<file path="src/sv/assert_macros.svh">
// Assertion macros shared by the bounding sphere RTL.
`ifndef ASSERT_MACROS_SVH
`define ASSERT_MACROS_SVH
// Implication checked on every clock edge outside reset.
`define IBS_ASSERT_IMPL(label, clk, rst_n, ante, cons, msg) \
    label: assert property (@(posedge clk) disable iff (!rst_n) (ante) |-> (cons)) \
        else $error(msg);
// Next-cycle implication checked outside reset.
`define IBS_ASSERT_NEXT(label, clk, rst_n, ante, cons, msg) \
    label: assert property (@(posedge clk) disable iff (!rst_n) (ante) |=> (cons)) \
        else $error(msg);
`endif

</file>
<file path="src/sv/ibs_pkg.sv">
// Package with the payload types and command codes of the bounding sphere unit.
package ibs_pkg;
    localparam int unsigned CFG_IDX_W = 3;
    localparam int unsigned COORD_WIDTH = 32;

    typedef enum logic [CFG_IDX_W-1:0] {
        CFG_MIN_X = 3'd0, CFG_MIN_Y = 3'd1, CFG_MIN_Z = 3'd2,
        CFG_MAX_X = 3'd3, CFG_MAX_Y = 3'd4, CFG_MAX_Z = 3'd5
    } t_cfg_idx;

    typedef struct packed {
        logic signed [31:0] point_x;
        logic signed [31:0] point_y;
        logic signed [31:0] point_z;
        logic               last_point;
    } t_in_item;

    typedef struct packed {
        logic signed [31:0] center_x;
        logic signed [31:0] center_y;
        logic signed [31:0] center_z;
        logic        [31:0] sphere_radius;
        logic               grew;
        logic               final_sphere;
    } t_out_item;

    // Commands from the controller to the datapath.
    typedef struct packed {
        logic load;      // capture input item
        logic init;      // start sphere from box
        logic diff;      // point minus center, magnitudes
        logic sq;        // one axis square, accumulate (axis in sel)
        logic [1:0] sel;
        logic cmp;       // compare distance with radius
        logic sqrt_start;
        logic sqrt_step;
        logic sqrt_fin;
        logic div_start;
        logic div_step;
        logic mul;       // one axis move product (axis in sel)
        logic upd;       // apply move to one axis (axis in sel)
        logic rad;       // new radius
        logic rsq;       // radius squared
        logic out_load;
    } t_cmd;

    typedef struct packed {
        logic outside;
        logic last;
    } t_sts;
endpackage

</file>
<file path="src/sv/ibs_ctrl.sv">
// Controller state machine sequencing one point through the datapath.
module ibs_ctrl (
    input  logic          i_clk,
    input  logic          i_rst_n,
    input  logic          i_in_valid,
    output logic          o_in_stall,
    output logic          o_out_valid,
    input  logic          i_out_stall,
    input  ibs_pkg::t_sts i_sts,
    output ibs_pkg::t_cmd o_cmd
);
    import ibs_pkg::*;

    typedef enum logic [3:0] {
        S_IDLE, S_DIFF, S_SQ, S_RSQ, S_CMP, S_DEC, S_ROOT, S_RFIN,
        S_DSTART, S_DIV, S_MUL, S_UPD, S_RAD, S_DONE
    } t_state;

    t_state      r_state;
    logic        r_open;
    logic [5:0]  r_cnt;
    logic        r_out_valid;

    assign o_in_stall  = !i_rst_n || (r_state != S_IDLE) || (r_out_valid && i_out_stall);
    assign o_out_valid = r_out_valid;

    // Commands decoded from state; the radius square follows the box start.
    always_comb begin
        o_cmd = '0;
        o_cmd.sel = r_cnt[1:0];
        o_cmd.load = (r_state == S_IDLE) && i_in_valid && !o_in_stall;
        o_cmd.init = o_cmd.load && !r_open;
        case (r_state)
            S_DIFF: begin
                o_cmd.diff = 1'b1;
                o_cmd.rsq  = 1'b1;
            end
            S_SQ:     o_cmd.sq = 1'b1;
            S_CMP:    o_cmd.cmp = 1'b1;
            S_DEC:    o_cmd.sqrt_start = i_sts.outside;
            S_ROOT:   o_cmd.sqrt_step = 1'b1;
            S_RFIN:   o_cmd.sqrt_fin = 1'b1;
            S_DSTART: o_cmd.div_start = 1'b1;
            S_DIV:    o_cmd.div_step = 1'b1;
            S_MUL:    o_cmd.mul = 1'b1;
            S_UPD:    o_cmd.upd = 1'b1;
            S_RAD:    o_cmd.rad = 1'b1;
            S_RSQ:    o_cmd.rsq = 1'b1;
            S_DONE:   o_cmd.out_load = 1'b1;
            default:  ;
        endcase
    end

    always_ff @(posedge i_clk) begin
        if (!i_rst_n) begin
            r_state <= S_IDLE;
            r_open <= 1'b0;
            r_cnt <= '0;
            r_out_valid <= 1'b0;
        end else begin
            if (r_out_valid && !i_out_stall) r_out_valid <= 1'b0;
            case (r_state)
                S_IDLE: if (o_cmd.load) r_state <= S_DIFF;
                S_DIFF: begin r_state <= S_SQ; r_cnt <= '0; end
                S_SQ: begin
                    r_cnt <= r_cnt + 6'd1;
                    if (r_cnt == 6'd2) r_state <= S_CMP;
                end
                S_CMP: r_state <= S_DEC;
                S_DEC: begin
                    r_cnt <= '0;
                    r_state <= i_sts.outside ? S_ROOT : S_DONE;
                end
                S_ROOT: begin
                    r_cnt <= r_cnt + 6'd1;
                    if (r_cnt == 6'd32) r_state <= S_RFIN;
                end
                S_RFIN: r_state <= S_DSTART;
                S_DSTART: begin r_state <= S_DIV; r_cnt <= '0; end
                S_DIV: begin
                    r_cnt <= r_cnt + 6'd1;
                    if (r_cnt == 6'd31) begin r_state <= S_MUL; r_cnt <= '0; end
                end
                S_MUL: r_state <= S_UPD;
                S_UPD: begin
                    if (r_cnt == 6'd2) r_state <= S_RAD;
                    else begin r_cnt <= r_cnt + 6'd1; r_state <= S_MUL; end
                end
                S_RAD: r_state <= S_RSQ;
                S_RSQ: r_state <= S_DONE;
                S_DONE: begin
                    r_out_valid <= 1'b1;
                    r_open <= !i_sts.last;
                    r_state <= S_IDLE;
                end
                default: r_state <= S_IDLE;
            endcase
        end
    end
endmodule

</file>
<file path="config.mk">
export PLATFORM = sky130hd
export DESIGN_NAME = ibs_ctrl
export DESIGN_NICKNAME = d
export VERILOG_FILES = /design/src/sv/assert_macros.svh /design/src/sv/ibs_pkg.sv /design/src/sv/ibs_ctrl.sv
export SDC_FILE = /design/constraint.sdc
export NUM_CORES = 1
export LEC_CHECK = 0
export BUFFER_PORTS_ARGS = -buffer_cell sky130_fd_sc_hd__buf_2
export CORE_MARGIN = 5
export CORE_UTILIZATION = 57
export CTS_BUF_LIST = sky130_fd_sc_hd__clkbuf_8 sky130_fd_sc_hd__clkbuf_16
export CTS_CLUSTER_SIZE = 10
export DETAILED_ROUTE_END_ITERATION = 12
export PLACE_DENSITY = 0.91
export SLEW_MARGIN = 20
export SYNTH_ARGS = -nofsm -noshare
export SYNTH_HDL_FRONTEND = slang
export SYNTH_SLANG_ARGS = --single-unit
export TNS_END_PERCENT = 20
</file>
<file path="constraint.sdc">
create_clock -name i_clk -period 3.2 [get_ports i_clk]
set_input_delay 0.32 -clock i_clk [delete_from_list [all_inputs] [get_ports i_clk]]
set_output_delay 0.32 -clock i_clk [all_outputs]
set_load 0.02 [all_outputs]
</file>
Yosys cells after proc, flatten, opt, wreduce, memory -nomap -nowiden:

Cells that the tools add are included.
Widths: inputs -> output; s select.

* mux-type cells: 25
* equal/unequal tests: 21
* reductions and logical operators: 21
* $add $sub $neg: 1

Operator list (count)
* $pmux 4 s13: 1
* $eq 4x4->1 const B: 6
* $pmux 6 s4: 1
* $mux 4: 5
* $eq 4x3->1 const B: 4
* $mux 1: 15
* $mux 6: 2
* $ne 2x2->1 const B: 5
* $eq 4x2->1 const B: 2
* $reduce_bool 4->1: 2
* $add 6x1->6 const B: 1
* $eq 6x2->1 const B: 1
* $eq 6x5->1 const B: 1
* $eq 6x6->1 const B: 1
* $logic_and 1x1->1: 5
* $logic_not 1->1: 5
* $eq 4x1->1 const B: 1
* $logic_not 4->1: 1
* $reduce_and 4->1: 1
* $reduce_or 2->1: 2
* $mux 3: 1
* $reduce_or 3->1: 1
* $logic_or 1x1->1: 2
* $reduce_and 2->1: 1
* $reduce_bool 2->1: 1

* logic and storage cells: 72
* flip-flop bits (word level): 12
* input bits: 6
* output and inout port bits: 19

Longest topological paths before layout:

Gate-level depths: netlist of the first run.

* depth in word-level cells: 7
* depth in mapped cells: 6
* depth with buffers taken out: 6

Least setup slack after synthesis of the first run:

No wires, ideal clock.

* kind: register to output
* start point: register r_state[2]
* end point: output port o_cmd[15] in the netlist's numbering
* required time: 2880 ps
* cell stages (with the launch flop): 7
* path buffers: 2
* setup slack: 1330 ps
* data arrival time: 1550 ps
* cells stage by stage: dfxtp_1 > buf_2 > buf_2 > nor2_1 > nand2_1 > nor2_1 > nor2b_1

RTL lines
* from (decl): RTL line ibs_ctrl.sv:19 `t_state r_state;`
* from (signal assigned): RTL line ibs_ctrl.sv:72 `r_state <= i_sts.outside ? S_ROOT : S_DONE;`
* to (decl): RTL line ibs_ctrl.sv:10 `output ibs_pkg::t_cmd o_cmd`

==> results_dict.tcl, run 1 <==
set metrics [dict create \
    ys_ff_latch 12 \
    rrSetupSlack_ns 1.16 \
    setup_ws_ns 1.05 \
    chipWidth_um 53.0 \
    ir_drop_v 0.000299 \
    cap_violations 0 \
    clk_latency_ns 0.25 \
    ys_warn_count 0 \
    ys_types 43 \
    fin_skew_ns 0.00593 \
    hp-start "i_sts[0]" \
    cts_tree "yes" \
    path_max_fanout 22 \
    num_rows 15 \
    rsz0062_at_grt "false" \
    reg2reg_from "r_state[3]" \
    netlist_area_um2 1050 \
    synthArstFlopShare_pct 0 \
    synthFlopType "dfxtp_1" \
    wire_per_inst_um 15.4 \
    fmax_ghz 0.465 \
    final.fill_count 143 \
    cts_setup_buffers 0 \
    first_pass_iters 4 \
    synth_commonest_cells "nor2_1, dfxtp_1, nand2_1" \
    hold_end "r_open" \
    cts.sinks 12 \
    timing.setup.tns_ns 0 \
    crit_path_end_kind "primary output" \
    status "finished, final reports clean" \
    grt_max_degree 28 \
    yosysMostFrequentCell "nor2_1" \
    p_leak_nw 0.492 \
    drt_iter0_markers 59 \
    route.vias.total 1127 \
    post-place-ws_ns 1.21 \
    antenna_found_initial 0 \
    gp_congestion 0.911 \
    htree_num_levels 1 \
    regArea_um2 240 \
    area_delta_synth_final_pct 13.3 \
    ant_nets 0 \
    synth_area_leaders "dfxtp_1, nor2_1, a21oi_1, nor3_1, buf_2" \
    worstHoldPathType "input port to register" \
    first_global_vias 999 \
    fin_crit_ns 2.15 \
    totalWireLength_mm 2.80 \
    critPathArrivalTime_ns 1.83 \
    routed_via_density 6.19 \
    crit_type "register to primary output" \
    hold_path_depth 2 \
    fin_crit_sh_pct 67.2 \
    maxSlewHeadroom_pct 46.3 \
    numPortBuffers 24 \
    yosysTopAreaCellShare_pct 22.8 \
    reg2reg_depth 4 \
    powerDensity_nw_per_um2 378 \
    drv_slew 0 \
    drive_above_1_share_pct 21.7 \
    grt_pass1_wl_mm 4.73 \
    r2r_end "r_cnt[3]" \
    die_y_um 53.0 \
    finalSetupViolations 0 \
    grt_remaining_overflow 0 \
    clk_path_buf_depth 2 \
    drcViolationCount 0 \
    synthCells 142 \
    dp_hpwl_mm 1.99 \
    startpoint_type "register" \
    start_util_pct 60.4 \
    dieArea_um2 2810 \
    multiInputGateArea_um2 728 \
    syn-num-nets 151 \
    grt_usage_pct 22.8 \
    design.core.area_um2 1750 \
    hold_viol_final 0 \
    cts_buffers 3 \
    tightest_slew_ns 0.804 \
    cts_root_buf "clkbuf_8" \
    ios 25 \
    diodes 0 \
    worstPathRequired_ns 2.88 \
    yosysTopAreaCell "dfxtp_1" \
    cts.clk_slew.worst_paths_ns 0.06 \
    seq_area_frac_synth_pct 22.8 \
    syn_area_per_cell_um2 7.42 \
    final_nets 167 \
    ctsResizeCount 0 \
    synth_edf_count 0 \
    hold_buffers 0 \
]
critical path, cell delays in order (launching register included):
cell and delay [ns]:
dfxtp_1 0.76, nand2b_1 0.40, nor3_1 0.23, buf_2 0.20
layer usage:
layer / GRT usage [%] / wire, um / up-vias
li1: - / - / 550
met1: 29.4 / 1140 / 515
met2: 35.1 / 1330 / 55
met3: 6.20 / 277 / 7
met4: 9.79 / 54 / 0
met5: 0 / 0 / -
cell usage in the layout (no fill, tap or decap), types with 2 or more instances in the layout:
cell type  instances
buf_2             24
nor2_1            15
dfxtp_1           12
nand2_1           10
nor3_1             9
a21oi_1            9
nand3_1            8
o21ai_0            8
inv_1              5
nor2b_1            5
nand2b_1           4
clkbuf_8           4
a211oi_2           3
mux2i_1            3
o21bai_1           3
ha_1               3
nand4_1            2
a211o_1            2
nor4bb_1           2
a311oi_1           2
o311ai_1           2
o2111ai_1          2
state kept, by name (all words and copies together), names as in the netlist:
register and cells:
r_cnt 6, o_out_valid 1, r_state 4, r_open 1
report_power, final:
| part | internal (mW) | switching [mW] | leakage, nW |
|---|---|---|---|
| combinational | 0.0401 | 0.0664 | 0.366 |
| sequential | 0.156 | 0.0222 | 0.0970 |
| clock | 0.109 | 0.0585 | 0.0288 |
| total | 0.305 | 0.147 | 0.492 |
per-stage QoR:
stage / util, % / cell area [um2] / hold slack [ns] / power, mW / cells
floorplan: - / 1050 / 0.416 / 0.259 / 142
global placement: 65.2 / 1140 / 0.495 / 0.279 / 178
detailed placement: 65.2 / 1140 / 0.504 / 0.284 / 178
CTS: 68.4 / 1190 / 0.261 / 0.451 / 182
global route: 68.4 / 1190 / 0.255 / 0.476 / 182
finish: 68.4 / 1190 / 0.262 / 0.452 / 182
how the worst max path moves through the flow:
| stage | start | to | slack [ns] |
|---|---|---|---|
| 6_report | r_state[3] | o_cmd[6] | 1.05 |
| 5_1_grt | r_state[3] | o_cmd[6] | 0.85 |
| 4_1_cts | r_state[3] | o_cmd[6] | 1.08 |
| 3_5_place_dp | r_state[3] | r_cnt[3] | 1.21 |
| 3_3_place_gp | r_state[3] | r_cnt[3] | 1.32 |
| 2_1_floorplan | r_state[2] | o_cmd[15] | 1.33 |
logic make-up (layout without fill, tap and decap cells):
family | after synthesis | after routing | share of synthesized area (%)
buffers and inverters | 18 | 33 | 8.08
flip-flops | 12 | 12 | 22.8
AO/OA/AOI/OAI | 43 | 43 | 30.2
AND/OR/NAND/NOR | 61 | 61 | 30.9
adder cells (fa/ha/maj) | 3 | 3 | 3.56
XOR/XNOR | 2 | 2 | 1.66
multiplexers | 3 | 3 | 2.85
final cells by class:
class	count	area share (%)
inverter	5	1.57
tap	25	2.62
clock buffer	4	4.61
timing repair buffer	24	10.1
multi-input combinational	112	61.0
sequential	12	20.1
Note: power is estimated with default switching activity, not from simulation.
==> inputs of run 2 (changes only) <==
- CORE_UTILIZATION: 57 -> 53
- PLACE_DENSITY: 0.91 -> 0.86
- clock period: 3.2 -> 2.1 ns (I/O delays scaled with it)
==> run 2 against run 1 <==
Effect of this change: power grew 55%; via count is 4.4% higher; critical endpoint is now o_cmd[0]; clock power is 56% higher; combinational power rose by 66%; critical path type unchanged.
==> results_dict.tcl, run 2 (same netlist as run 1, synthesis figures left out) <==
set metrics [dict create \
    path_max_fanout 19 \
    busiest_layer "met2" \
    final.fill_count 162 \
    clk_latency_ns 0.25 \
    top_regs "r_cnt: 6 flops, r_state: 4 flops" \
    multiInputGateArea_um2 728 \
    routed_via_density 6.23 \
    cpPeakStageDelay_ns 0.70 \
    drv_slew 0 \
    startpoint_type "register" \
    wire_per_inst_um 14.6 \
    p_leak_nw 0.519 \
    use_met3_pct 4.36 \
    chipWidth_um 54.6 \
    cts_setup_buffers 0 \
    largest_reg_flops 6 \
    critPathTopFamily "flip-flops" \
    worst_path_max_delay_cell "dfxtp_1" \
    status "finished, final reports clean" \
    cts_root_buf "clkbuf_8" \
    fmax_ghz 0.524 \
    hold_buffers 0 \
    grt_use_met1_pct 25.5 \
    first_pass_iters 5 \
    ios 25 \
    cts.sinks 12 \
    reg2reg_depth 4 \
    area_delta_synth_final_pct 17.1 \
    worstPathRequired_ns 1.89 \
    powerDensity_nw_per_um2 567 \
    power_mw 0.699 \
    ant_nets 0 \
    grt_pass1_wl_mm 4.34 \
    worst-path-stages 3 \
    rsz0062_at_grt "false" \
    ctsResizeCount 0 \
    cts_buffers 3 \
    grt_usage_pct 19.8 \
    cts_tree "yes" \
    dp_hpwl_mm 1.99 \
    fin_crit_ns 1.91 \
    die_y_um 54.6 \
    gp_congestion 0.894 \
    ir_drop_v 0.000388 \
    totalWireLength_mm 2.75 \
    fin_crit_sh_pct 90.9 \
    drcViolationCount 0 \
    route.vias.total 1177 \
    top_register "r_cnt" \
    timing.setup.tns_ns 0 \
    htree_num_levels 1 \
    start_util_pct 54.8 \
    layout_common_cells "buf_2, nor2_1, dfxtp_1" \
    cp_cell_sequence "nand2b_1, nor2_1, buf_2" \
    crit_type "register to primary output" \
    num_rows 16 \
    final_nets 172 \
    numPortBuffers 24 \
    timing.critical_path.buf_inv 1 \
    hold_viol_final 0 \
    diodes 0 \
    tightest_slew_ns 0.676 \
    clk_path_buf_depth 2 \
    cap_violations 0 \
    regArea_um2 240 \
    critPathArrivalTime_ns 1.70 \
    cts.clk_slew.worst_paths_ns 0.06 \
    antenna_found_initial 0 \
    met2_usage_pct 32.3 \
    final_common_cell "buf_2" \
    drive_above_1_share_pct 24.1 \
    maxSlewHeadroom_pct 54.3 \
    dieArea_um2 2980 \
    grt_max_degree 20 \
    design.core.area_um2 1920 \
    fin_skew_ns 0.000729 \
    crit_path_end_kind "primary output" \
    rrSetupSlack_ns 0.25 \
    first_global_vias 958 \
    grt_remaining_overflow 0 \
    drt_iter0_markers 53 \
    hold_path_depth 2 \
    finalSetupViolations 0 \
    worstHoldPathType "input port to register" \
]
[run 2: cell count changes in the layout (fill, tap and decap cells not counted), sizes merged]
| cell | previous run | this run |
|---|---|---|
| buf | 24 | 29 |
[run 2: where the power goes]
part	switching (mW)	leakage, nW	total, mW	internal [mW]
Combinational	0.111	0.393	0.178	0.0672
Clock	0.0942	0.0288	0.260	0.166
Sequential	0.0236	0.0970	0.261	0.237
[run 2: stage by stage]
step / area, um2 / instances / utilization, % / worst slack, ns / hold WS [ns]
after CTS: 1230 / 189 / 64.2 / 0.215 / 0.154
after global routing: 1230 / 189 / 64.2 / 0.0455 / 0.161
after global placement: 1180 / 185 / 61.3 / 0.369 / 0.393
final: 1230 / 189 / 64.2 / 0.191 / 0.149
after floorplan: 1050 / 142 / - / 0.340 / 0.306
after detailed placement: 1180 / 185 / 61.3 / 0.302 / 0.408
[run 2: per-layer routing]
layer | routed length [um] | part of all wire [%]
met1 | 1120 | 41
met4 | 42 | 1.5
met5 | 0 | 0
met3 | 280 | 10
met2 | 1300 | 47
[run 2: cell type report]
class	instances	area share, %
Multi-Input combinational cell	112	59.0
Sequential cell	12	19.5
Timing Repair Buffer	29	12.8
Clock buffer	4	4.46
Tap cell	27	2.74
Inverter	5	1.52
[run 2: path summary, 6_finish.rpt]
| kind | end | startpoint |
|---|---|---|
| max | o_cmd[0] | r_state[0] |
| min | r_open | i_sts[0] |
| max reg2reg | r_state[1] | r_state[0] |
| min reg2reg | r_open | r_open |
